==> src/hdl/ddd_pkg.sv <==
package ddd_pkg;

  // Field widths, fixed by the data format
  localparam int unsigned DAY_W   = 5;
  localparam int unsigned MONTH_W = 4;
  localparam int unsigned YEAR_W  = 14;
  localparam int unsigned DIST_W  = 22;

  // Day number of any 14-bit year fits in 23 bits
  localparam int unsigned DNUM_W  = 23;

  // Days ahead of month day in the year, before the leap correction
  localparam int unsigned BASE_W  = 9;

  // Reciprocal of 25 in Q16, exact for dividends below 4681
  localparam logic [11:0] RECIP25 = 12'd2622;
  localparam int unsigned RECIP_SH = 16;

  localparam logic [MONTH_W-1:0] JANUARY  = 4'd1;
  localparam logic [MONTH_W-1:0] FEBRUARY = 4'd2;
  localparam logic [MONTH_W-1:0] DECEMBER = 4'd12;

  // Days in all months before a month index (0 is January), common year
  localparam logic [8:0] DAYS_BEFORE_MONTH [0:11] = '{
    9'd0, 9'd31, 9'd59, 9'd90, 9'd120, 9'd151,
    9'd181, 9'd212, 9'd243, 9'd273, 9'd304, 9'd334
  };

  // Stage advance strobes shared by the day number pipelines
  typedef struct packed {
    logic s1;
    logic s2;
    logic s3;
    logic s4;
  } ddd_adv_t;

endpackage

==> src/hdl/ddd_in_if.sv <==
interface ddd_in_if;
  logic                          valid;
  logic                          ready;
  logic [ddd_pkg::DAY_W-1:0]     first_day;
  logic [ddd_pkg::MONTH_W-1:0]   first_month;
  logic [ddd_pkg::YEAR_W-1:0]    first_year;
  logic [ddd_pkg::DAY_W-1:0]     second_day;
  logic [ddd_pkg::MONTH_W-1:0]   second_month;
  logic [ddd_pkg::YEAR_W-1:0]    second_year;

  modport source (
    output valid, first_day, first_month, first_year,
    output second_day, second_month, second_year,
    input  ready
  );
  modport sink (
    input  valid, first_day, first_month, first_year,
    input  second_day, second_month, second_year,
    output ready
  );
endinterface

==> src/hdl/ddd_out_if.sv <==
interface ddd_out_if;
  logic                         valid;
  logic                         ready;
  logic [ddd_pkg::DIST_W-1:0]   day_distance;

  modport source (output valid, day_distance, input ready);
  modport sink (input valid, day_distance, output ready);
endinterface

==> src/hdl/ddd_day_number.sv <==
// Four-stage day number pipeline for one date
module ddd_day_number #(
  parameter int unsigned YEAR_LIMIT = 9999
) (
  input  logic                          clk,
  input  ddd_pkg::ddd_adv_t             adv,
  input  logic [ddd_pkg::DAY_W-1:0]     day,
  input  logic [ddd_pkg::MONTH_W-1:0]   month,
  input  logic [ddd_pkg::YEAR_W-1:0]    year,
  output logic [ddd_pkg::DNUM_W-1:0]    day_number
);

  localparam int unsigned LIM_W = 17;

  // Stage 1: clamp month and year, month table
  logic [ddd_pkg::MONTH_W-1:0] m_clamp;
  logic [ddd_pkg::YEAR_W-1:0]  y_clamp;
  logic [ddd_pkg::YEAR_W-1:0]  s1_year;
  logic [ddd_pkg::YEAR_W-1:0]  s1_prior;
  logic [ddd_pkg::BASE_W-1:0]  s1_base;
  logic                        s1_late;

  always_comb begin
    m_clamp = month;
    if (month < ddd_pkg::JANUARY) m_clamp = ddd_pkg::JANUARY;
    if (month > ddd_pkg::DECEMBER) m_clamp = ddd_pkg::DECEMBER;
    y_clamp = year;
    if (year == '0) y_clamp = ddd_pkg::YEAR_W'(1);
    if (LIM_W'(year) > LIM_W'(YEAR_LIMIT)) y_clamp = ddd_pkg::YEAR_W'(YEAR_LIMIT);
  end

  always_ff @(posedge clk) begin
    if (adv.s1) begin
      s1_year  <= y_clamp;
      s1_prior <= y_clamp - ddd_pkg::YEAR_W'(1);
      s1_base  <= ddd_pkg::BASE_W'(day) +
                  ddd_pkg::DAYS_BEFORE_MONTH[m_clamp - ddd_pkg::JANUARY];
      s1_late  <= m_clamp > ddd_pkg::FEBRUARY;
    end
  end

  // Stage 2: constant multiplies (365 per year, reciprocals of 25)
  logic [ddd_pkg::YEAR_W-1:0]  s2_year;
  logic [ddd_pkg::YEAR_W-1:0]  s2_prior;
  logic [ddd_pkg::BASE_W-1:0]  s2_base;
  logic                        s2_late;
  logic [ddd_pkg::DNUM_W-1:0]  s2_days365;
  logic [23:0]                 s2_p4_rc;
  logic [21:0]                 s2_p16_rc;
  logic [23:0]                 s2_y4_rc;
  logic [21:0]                 s2_y16_rc;

  always_ff @(posedge clk) begin
    if (adv.s2) begin
      s2_year    <= s1_year;
      s2_prior   <= s1_prior;
      s2_base    <= s1_base;
      s2_late    <= s1_late;
      s2_days365 <= ddd_pkg::DNUM_W'(s1_prior) * ddd_pkg::DNUM_W'(365);
      s2_p4_rc   <= 24'(s1_prior[13:2]) * 24'(ddd_pkg::RECIP25);
      s2_p16_rc  <= 22'(s1_prior[13:4]) * 22'(ddd_pkg::RECIP25);
      s2_y4_rc   <= 24'(s1_year[13:2]) * 24'(ddd_pkg::RECIP25);
      s2_y16_rc  <= 22'(s1_year[13:4]) * 22'(ddd_pkg::RECIP25);
    end
  end

  // Stage 3: century terms and leap year test
  logic [7:0]  p_cent;
  logic [5:0]  p_quad;
  logic [7:0]  y_cent;
  logic [5:0]  y_quad;
  logic        div4;
  logic        div100;
  logic        div400;
  logic        leap;

  assign p_cent = s2_p4_rc[23:ddd_pkg::RECIP_SH];
  assign p_quad = s2_p16_rc[21:ddd_pkg::RECIP_SH];
  assign y_cent = s2_y4_rc[23:ddd_pkg::RECIP_SH];
  assign y_quad = s2_y16_rc[21:ddd_pkg::RECIP_SH];

  always_comb begin
    div4   = s2_year[1:0] == 2'b00;
    div100 = div4 && (s2_year[13:2] == 12'(y_cent) * 12'd25);
    div400 = (s2_year[3:0] == 4'b0000) && (s2_year[13:4] == 10'(y_quad) * 10'd25);
    leap   = div400 || (div4 && !div100);
  end

  logic [ddd_pkg::DNUM_W-1:0]  s3_days365;
  logic [11:0]                 s3_corr;
  logic [ddd_pkg::BASE_W-1:0]  s3_base;
  logic                        s3_extra;

  always_ff @(posedge clk) begin
    if (adv.s3) begin
      s3_days365 <= s2_days365;
      s3_corr    <= s2_prior[13:2] - 12'(p_cent) + 12'(p_quad);
      s3_base    <= s2_base;
      s3_extra   <= s2_late && leap;
    end
  end

  // Stage 4: final sum
  always_ff @(posedge clk) begin
    if (adv.s4) begin
      day_number <= s3_days365 + ddd_pkg::DNUM_W'(s3_corr) +
                    ddd_pkg::DNUM_W'(s3_base) + ddd_pkg::DNUM_W'(s3_extra);
    end
  end

endmodule

==> src/hdl/date_difference_days_unit.sv <==
// Channel    Role    Beat contents
// dates      sink    first_day/month/year, second_day/month/year
// distance   source  day_distance
//
// Five register stages; one beat is taken every cycle unless the output
// stalls with the pipeline full. The depth is set by the constant multiplies
// (365 per year, reciprocal of 25) and the final 23-bit sum and difference.
// Reset clears the stage valid bits only; no item state is kept.
// Each stage holds while the next one is full and stalled, so bubbles are
// squeezed out and a stalled output still lets upstream stages fill.
module date_difference_days_unit #(
  parameter int unsigned YEAR_LIMIT = 9999
) (
  input  logic         clk,
  input  logic         rst,
  ddd_in_if.sink       dates,
  ddd_out_if.source    distance
);

  localparam int unsigned STAGES = 5;

  logic [STAGES:1]   vld;
  logic [STAGES+1:1] en;
  ddd_pkg::ddd_adv_t adv;

  // Stage enables: a stage loads when it is empty or its successor loads
  always_comb begin
    en[STAGES+1] = distance.ready;
    for (int k = STAGES; k >= 1; k--) begin
      en[k] = !vld[k] || en[k+1];
    end
    adv = '{s1: en[1], s2: en[2], s3: en[3], s4: en[4]};
  end

  assign dates.ready = en[1];

  always_ff @(posedge clk) begin
    if (rst) begin
      vld <= '0;
    end else begin
      if (en[1]) vld[1] <= dates.valid;
      for (int k = 2; k <= STAGES; k++) begin
        if (en[k]) vld[k] <= vld[k-1];
      end
    end
  end

  // Day numbers of both dates
  logic [ddd_pkg::DNUM_W-1:0] num_a;
  logic [ddd_pkg::DNUM_W-1:0] num_b;

  ddd_day_number #(.YEAR_LIMIT(YEAR_LIMIT)) u_first (
    .clk        (clk),
    .adv        (adv),
    .day        (dates.first_day),
    .month      (dates.first_month),
    .year       (dates.first_year),
    .day_number (num_a)
  );

  ddd_day_number #(.YEAR_LIMIT(YEAR_LIMIT)) u_second (
    .clk        (clk),
    .adv        (adv),
    .day        (dates.second_day),
    .month      (dates.second_month),
    .year       (dates.second_year),
    .day_number (num_b)
  );

  // Stage 5: absolute difference, masked to the output width
  logic [ddd_pkg::DNUM_W-1:0] diff;

  always_comb begin
    if (num_a >= num_b) begin
      diff = num_a - num_b;
    end else begin
      diff = num_b - num_a;
    end
  end

  always_ff @(posedge clk) begin
    if (en[STAGES]) distance.day_distance <= diff[ddd_pkg::DIST_W-1:0];
  end

  assign distance.valid = vld[STAGES];

endmodule

==> src/flat_wrapper.sv <==
// flat-port wrapper written by rule: the top's interface ports become plain ports
module date_difference_days_unit_flat 
#(
  parameter int unsigned YEAR_LIMIT = 9999
)
  (clk, rst, dates_valid, dates_first_day, dates_first_month, dates_first_year, dates_second_day, dates_second_month, dates_second_year, dates_ready, distance_valid, distance_day_distance, distance_ready);
  ddd_in_if dates_i ();
  ddd_out_if distance_i ();
  input  logic clk;
  input  logic rst;
  input wire logic [$bits(dates_i.valid)-1:0] dates_valid;
  input wire logic [$bits(dates_i.first_day)-1:0] dates_first_day;
  input wire logic [$bits(dates_i.first_month)-1:0] dates_first_month;
  input wire logic [$bits(dates_i.first_year)-1:0] dates_first_year;
  input wire logic [$bits(dates_i.second_day)-1:0] dates_second_day;
  input wire logic [$bits(dates_i.second_month)-1:0] dates_second_month;
  input wire logic [$bits(dates_i.second_year)-1:0] dates_second_year;
  output wire logic [$bits(dates_i.ready)-1:0] dates_ready;
  output wire logic [$bits(distance_i.valid)-1:0] distance_valid;
  output wire logic [$bits(distance_i.day_distance)-1:0] distance_day_distance;
  input wire logic [$bits(distance_i.ready)-1:0] distance_ready;
  assign dates_i.valid = dates_valid;
  assign dates_i.first_day = dates_first_day;
  assign dates_i.first_month = dates_first_month;
  assign dates_i.first_year = dates_first_year;
  assign dates_i.second_day = dates_second_day;
  assign dates_i.second_month = dates_second_month;
  assign dates_i.second_year = dates_second_year;
  assign dates_ready = dates_i.ready;
  assign distance_valid = distance_i.valid;
  assign distance_day_distance = distance_i.day_distance;
  assign distance_i.ready = distance_ready;
  date_difference_days_unit #(.YEAR_LIMIT(YEAR_LIMIT)) u_core (.clk(clk), .rst(rst), .dates(dates_i), .distance(distance_i));
endmodule
==> config.mk <==
export PLATFORM = sky130hd
export DESIGN_NAME = date_difference_days_unit_flat
export DESIGN_NICKNAME = d
export VERILOG_FILES = /design/src/hdl/ddd_pkg.sv /design/src/hdl/ddd_in_if.sv /design/src/hdl/ddd_out_if.sv /design/src/hdl/ddd_day_number.sv /design/src/hdl/date_difference_days_unit.sv /design/src/flat_wrapper.sv
export SDC_FILE = /design/constraint.sdc
export NUM_CORES = 2
export LEC_CHECK = 0
export BUFFER_PORTS_ARGS = -buffer_cell sky130_fd_sc_hd__buf_2
export CAP_MARGIN = 0
export CORE_MARGIN = 8
export CORE_UTILIZATION = 45
export CTS_BUF_LIST = sky130_fd_sc_hd__clkbuf_8
export DETAILED_ROUTE_END_ITERATION = 7
export SLEW_MARGIN = 20
export SYNTH_ARGS = -nofsm -noshare
export SYNTH_HDL_FRONTEND = slang
export SYNTH_SLANG_ARGS = --single-unit
==> constraint.sdc <==
create_clock -name clk -period 5.5 [get_ports clk]
set_clock_uncertainty 0.2 [all_clocks]
set_input_delay 0.275 -clock clk [delete_from_list [all_inputs] [get_ports clk]]
set_output_delay 0.275 -clock clk [all_outputs]
set_load 0.02 [all_outputs]
==> impl_metrics.env <==
export IMPL_fin_crit_sh_pct=96.4
export IMPL_gr_usage_all_layers_pct=17.1
export IMPL_most_common_layout_cells="inv_1 (860), ha_1 (828), edfxtp_1 (408)"
export IMPL_cp_required_ns=5.72
export IMPL_setup_tns_ns=0
export IMPL_cts_buffers_inserted=78
export IMPL_leakage_nw=23.5
export IMPL_hpwl_um=70700
export IMPL_async_reset_ff_share_pct=0
export IMPL_fin_util_pct=50.9
export IMPL_synth_seq_cells=413
export IMPL_syn_inst=3820
export IMPL_clock_path_buffers=3
export IMPL_mostFrequentLayoutCell="inv_1"
export IMPL_yosysUniqueCellTypes=77
export IMPL_timing_final_ws_setup_ns=0.196
export IMPL_seq_power_share_pct=21.7
export IMPL_dp_cells=5228
export IMPL_finalCriticalPeriod_ns=5.30
export IMPL_area_growth_pct=12.5
export IMPL_synth_area_leaders="edfxtp_1 (29%), ha_1 (25%), fa_1 (18%)"
export IMPL_num_io_pins=74
export IMPL_final_cells=5448
export IMPL_first_pass_iters=6
export IMPL_min_delay_path_depth=3
export IMPL_worstHoldPathType="input port to flip-flop"
export IMPL_p_int_w=0.0156
export IMPL_r2r_setup_slack_ns=0.20
export IMPL_p_sw_w=0.0122
export IMPL_comb_power_share_pct=66.6
export IMPL_status="completed"
export IMPL_root_buffer="clkbuf_8"
export IMPL_nNetsFinal=5389
export IMPL_wirelength_um=86100
export IMPL_start_util_pct=45.2
export IMPL_syn_nets=5076
export IMPL_grt_util_met3_pct=2.38
export IMPL_grt_first_pass_wirelength_um=143000
export IMPL_dp_slack_ns=0.0249
export IMPL_cts_htree_levels=3
export IMPL_path_class="flip-flop to flip-flop"
export IMPL_routedWlPerCell_um=15.8
export IMPL_vias_per_cell=4.97
export IMPL_num_fill_cells=8384
export IMPL_num_rows=112
export IMPL_syn_mean_instance_area_um2=11.0
export IMPL_cp_data_arrival_time_ns=5.52
export IMPL_cts_sinks=413
export IMPL_overflow=0
export IMPL_cts_tree="built"
export IMPL_ys_warn_count=0
export IMPL_clock_power_share_pct=11.7
export IMPL_setup_viol=0
export IMPL_drive_above_1_share_pct=8.94
export IMPL_timing_rr_start="u_core.u_second.s1_prior[11]"
export IMPL_power_density_mw_per_mm2=589
export IMPL_ir_worst_vdd_mv=0.268
export IMPL_ant_nets=0
export IMPL_hold_violations=0
export IMPL_max_freq_mhz=189
export IMPL_dieHeight_um=322
export IMPL_timing_critical_path_from="u_core.u_second.s1_prior[11]"
export IMPL_ys_flop_type="edfxtp_1"
export IMPL_rsz0062_at_grt="true"
export IMPL_drt_first_iter_violations=1392
export IMPL_route_detailed_drc=0
export IMPL_finalMaxSlewViolations=0
export IMPL_path_max_fanout=5
export IMPL_max_slew_margin_rel_pct=21.3
export IMPL_routabilityCongestion=0.869
export IMPL_grt_pass1_vias=27932
export IMPL_synth_edf_count=408
export IMPL_tightest_slew_ns=1.16
export IMPL_fp_dieArea_mm2=0.103
export IMPL_top_usage_layer="met2"
export IMPL_clk_pin_slew_ns=0.06
export IMPL_grt_max_degree=71
export IMPL_met2_usage_pct=28.1
export IMPL_sw_frac_of_total_pct=44.0
export IMPL_via_count=27083
export IMPL_die_w_um=322
export IMPL_fp_coreArea_mm2=0.0929
export IMPL_cp_start_kind="flip-flop"
export IMPL_syn_cell_area_mm2=0.0420
export IMPL_portBuffers=73
export IMPL_yosysTopAreaCellShare_pct=29.2
export IMPL_use_met1_pct=23.7
export IMPL_drv_cap=0
export IMPL_end_kind="flip-flop"
export IMPL_antenna_found_initial=4
export IMPL_synth_top_cell_by_area="edfxtp_1"
export IMPL_ff2ff_path_depth=16
export IMPL_clkLatencyLatePin_ns=0.71
export IMPL_min_from="dates_first_month[0]"
export IMPL_ys_seq_area_share_pct=29.4
[per-stage QoR]
stage / power, W / instance area (µm²) / hold slack, ns
finish: 0.0278 / 47300 / 0.0210
floorplan: 0.0200 / 42000 / 0.144
detailed placement: 0.0244 / 44700 / 0.205
global route: 0.0311 / 47300 / 0.0280
CTS: 0.0280 / 47000 / 0.0196
global placement: 0.0241 / 44700 / 0.201
[state kept, by name (all words and copies together) (netlist names), 9 cells and up]
signal / flops
u_core.distance.day_distance: 22
u_core.u_first.day_number: 23
u_core.u_first.s1_base: 9
u_core.u_first.s1_prior: 14
u_core.u_first.s1_year: 14
u_core.u_first.s2_base: 9
u_core.u_first.s2_days365: 21
u_core.u_first.s2_prior: 14
u_core.u_first.s2_year: 14
u_core.u_first.s3_base: 9
u_core.u_first.s3_corr: 12
u_core.u_first.s3_days365: 23
u_core.u_second.day_number: 23
u_core.u_second.s1_base: 9
u_core.u_second.s1_prior: 14
u_core.u_second.s1_year: 14
u_core.u_second.s2_base: 9
u_core.u_second.s2_days365: 21
u_core.u_second.s2_prior: 14
u_core.u_second.s2_year: 14
u_core.u_second.s3_base: 9
u_core.u_second.s3_corr: 12
u_core.u_second.s3_days365: 23
[cells by family (layout without fill, tap and decap cells)]
kind of cell | count (synthesis) | after routing | share of synthesized area [%]
flops | 413 | 413 | 29.4
xor+xnor | 258 | 258 | 5.38
simple gates | 541 | 541 | 6.38
compound gates | 510 | 510 | 7.99
buf+inv | 878 | 1251 | 7.87
other cells | 0 | 1 | 0
fa+ha+maj | 1206 | 1206 | 42.6
mux | 14 | 14 | 0.357
[worst paths after layout]
check / end
max: u_core.u_second.s2_p16_rc[21]
min: u_core.u_first.s1_base[8]
max reg2reg: u_core.u_second.s2_p16_rc[21]
min reg2reg: u_core.u_second.s3_days365[15]
[synthesized netlist by cell type (31+ instances only)]
library cell / count
nor3_1: 68
edfxtp_1: 408
nand2b_1: 31
a21o_1: 72
xor2_1: 85
inv_1: 850
fa_1: 376
ha_1: 830
a21oi_1: 149
nand3_1: 46
o21ai_0: 87
xnor2_1: 173
nand2_1: 112
nor2_1: 138
[repair_timing]
action	4_1_cts	5_1_grt
buffers inserted	0	18
hold endpoints to repair	76	0
setup endpoints to repair	1	24
pin swaps	0	15
hold buffers	61	0
resized for setup	1	39
[final cells by class]
| type | instances | area [µm²] | area share [%] |
|---|---|---|---|
| Antenna cell | 1 | 2.50 | 0.00529 |
| Clock buffer | 79 | 1090 | 2.30 |
| Clock inverter | 61 | 571 | 1.21 |
| Inverter | 850 | 3200 | 6.76 |
| Multi-Input combinational cell | 2529 | 26500 | 56.1 |
| Sequential cell | 413 | 12400 | 26.1 |
| Tap cell | 1254 | 1570 | 3.32 |
| Timing Repair Buffer | 261 | 1950 | 4.13 |
[power groups by stage]
stage | registers (W) | clock network [W] | logic, W
final | 0.00604 | 0.00326 | 0.0185
after global routing | 0.00616 | 0.00349 | 0.0214
after CTS | 0.00607 | 0.00338 | 0.0185
after detailed placement | 0.00613 | 0 | 0.0183
after global placement | 0.00609 | 0 | 0.0180
after floorplan | 0.00596 | 0 | 0.0140
[worst max-delay path, cell delays in order (launching register included)]
cell      delay, ns
edfxtp_1       0.50
fa_1           0.53
buf_4          0.18
fa_1           0.43
fa_1           0.51
inv_1          0.05
fa_1           0.53
inv_1          0.05
fa_1           0.54
ha_4           0.21
and3_1         0.16
a22oi_2        0.16
a31oi_2        0.12
o31a_1         0.37
o211ai_1       0.24
o21ai_1        0.10
xor2_1         0.14
[routing by layer]
layer | part of all wire (%) | up-vias | routed length [µm]
met4 | 2.2 | 2 | 1910
met5 | 0.013 | - | 11
met1 | 48 | 12971 | 41400
met2 | 46 | 478 | 39300
met3 | 4.0 | 123 | 3420
li1 | - | 13509 | -
(Power assumes the default switching activity.)
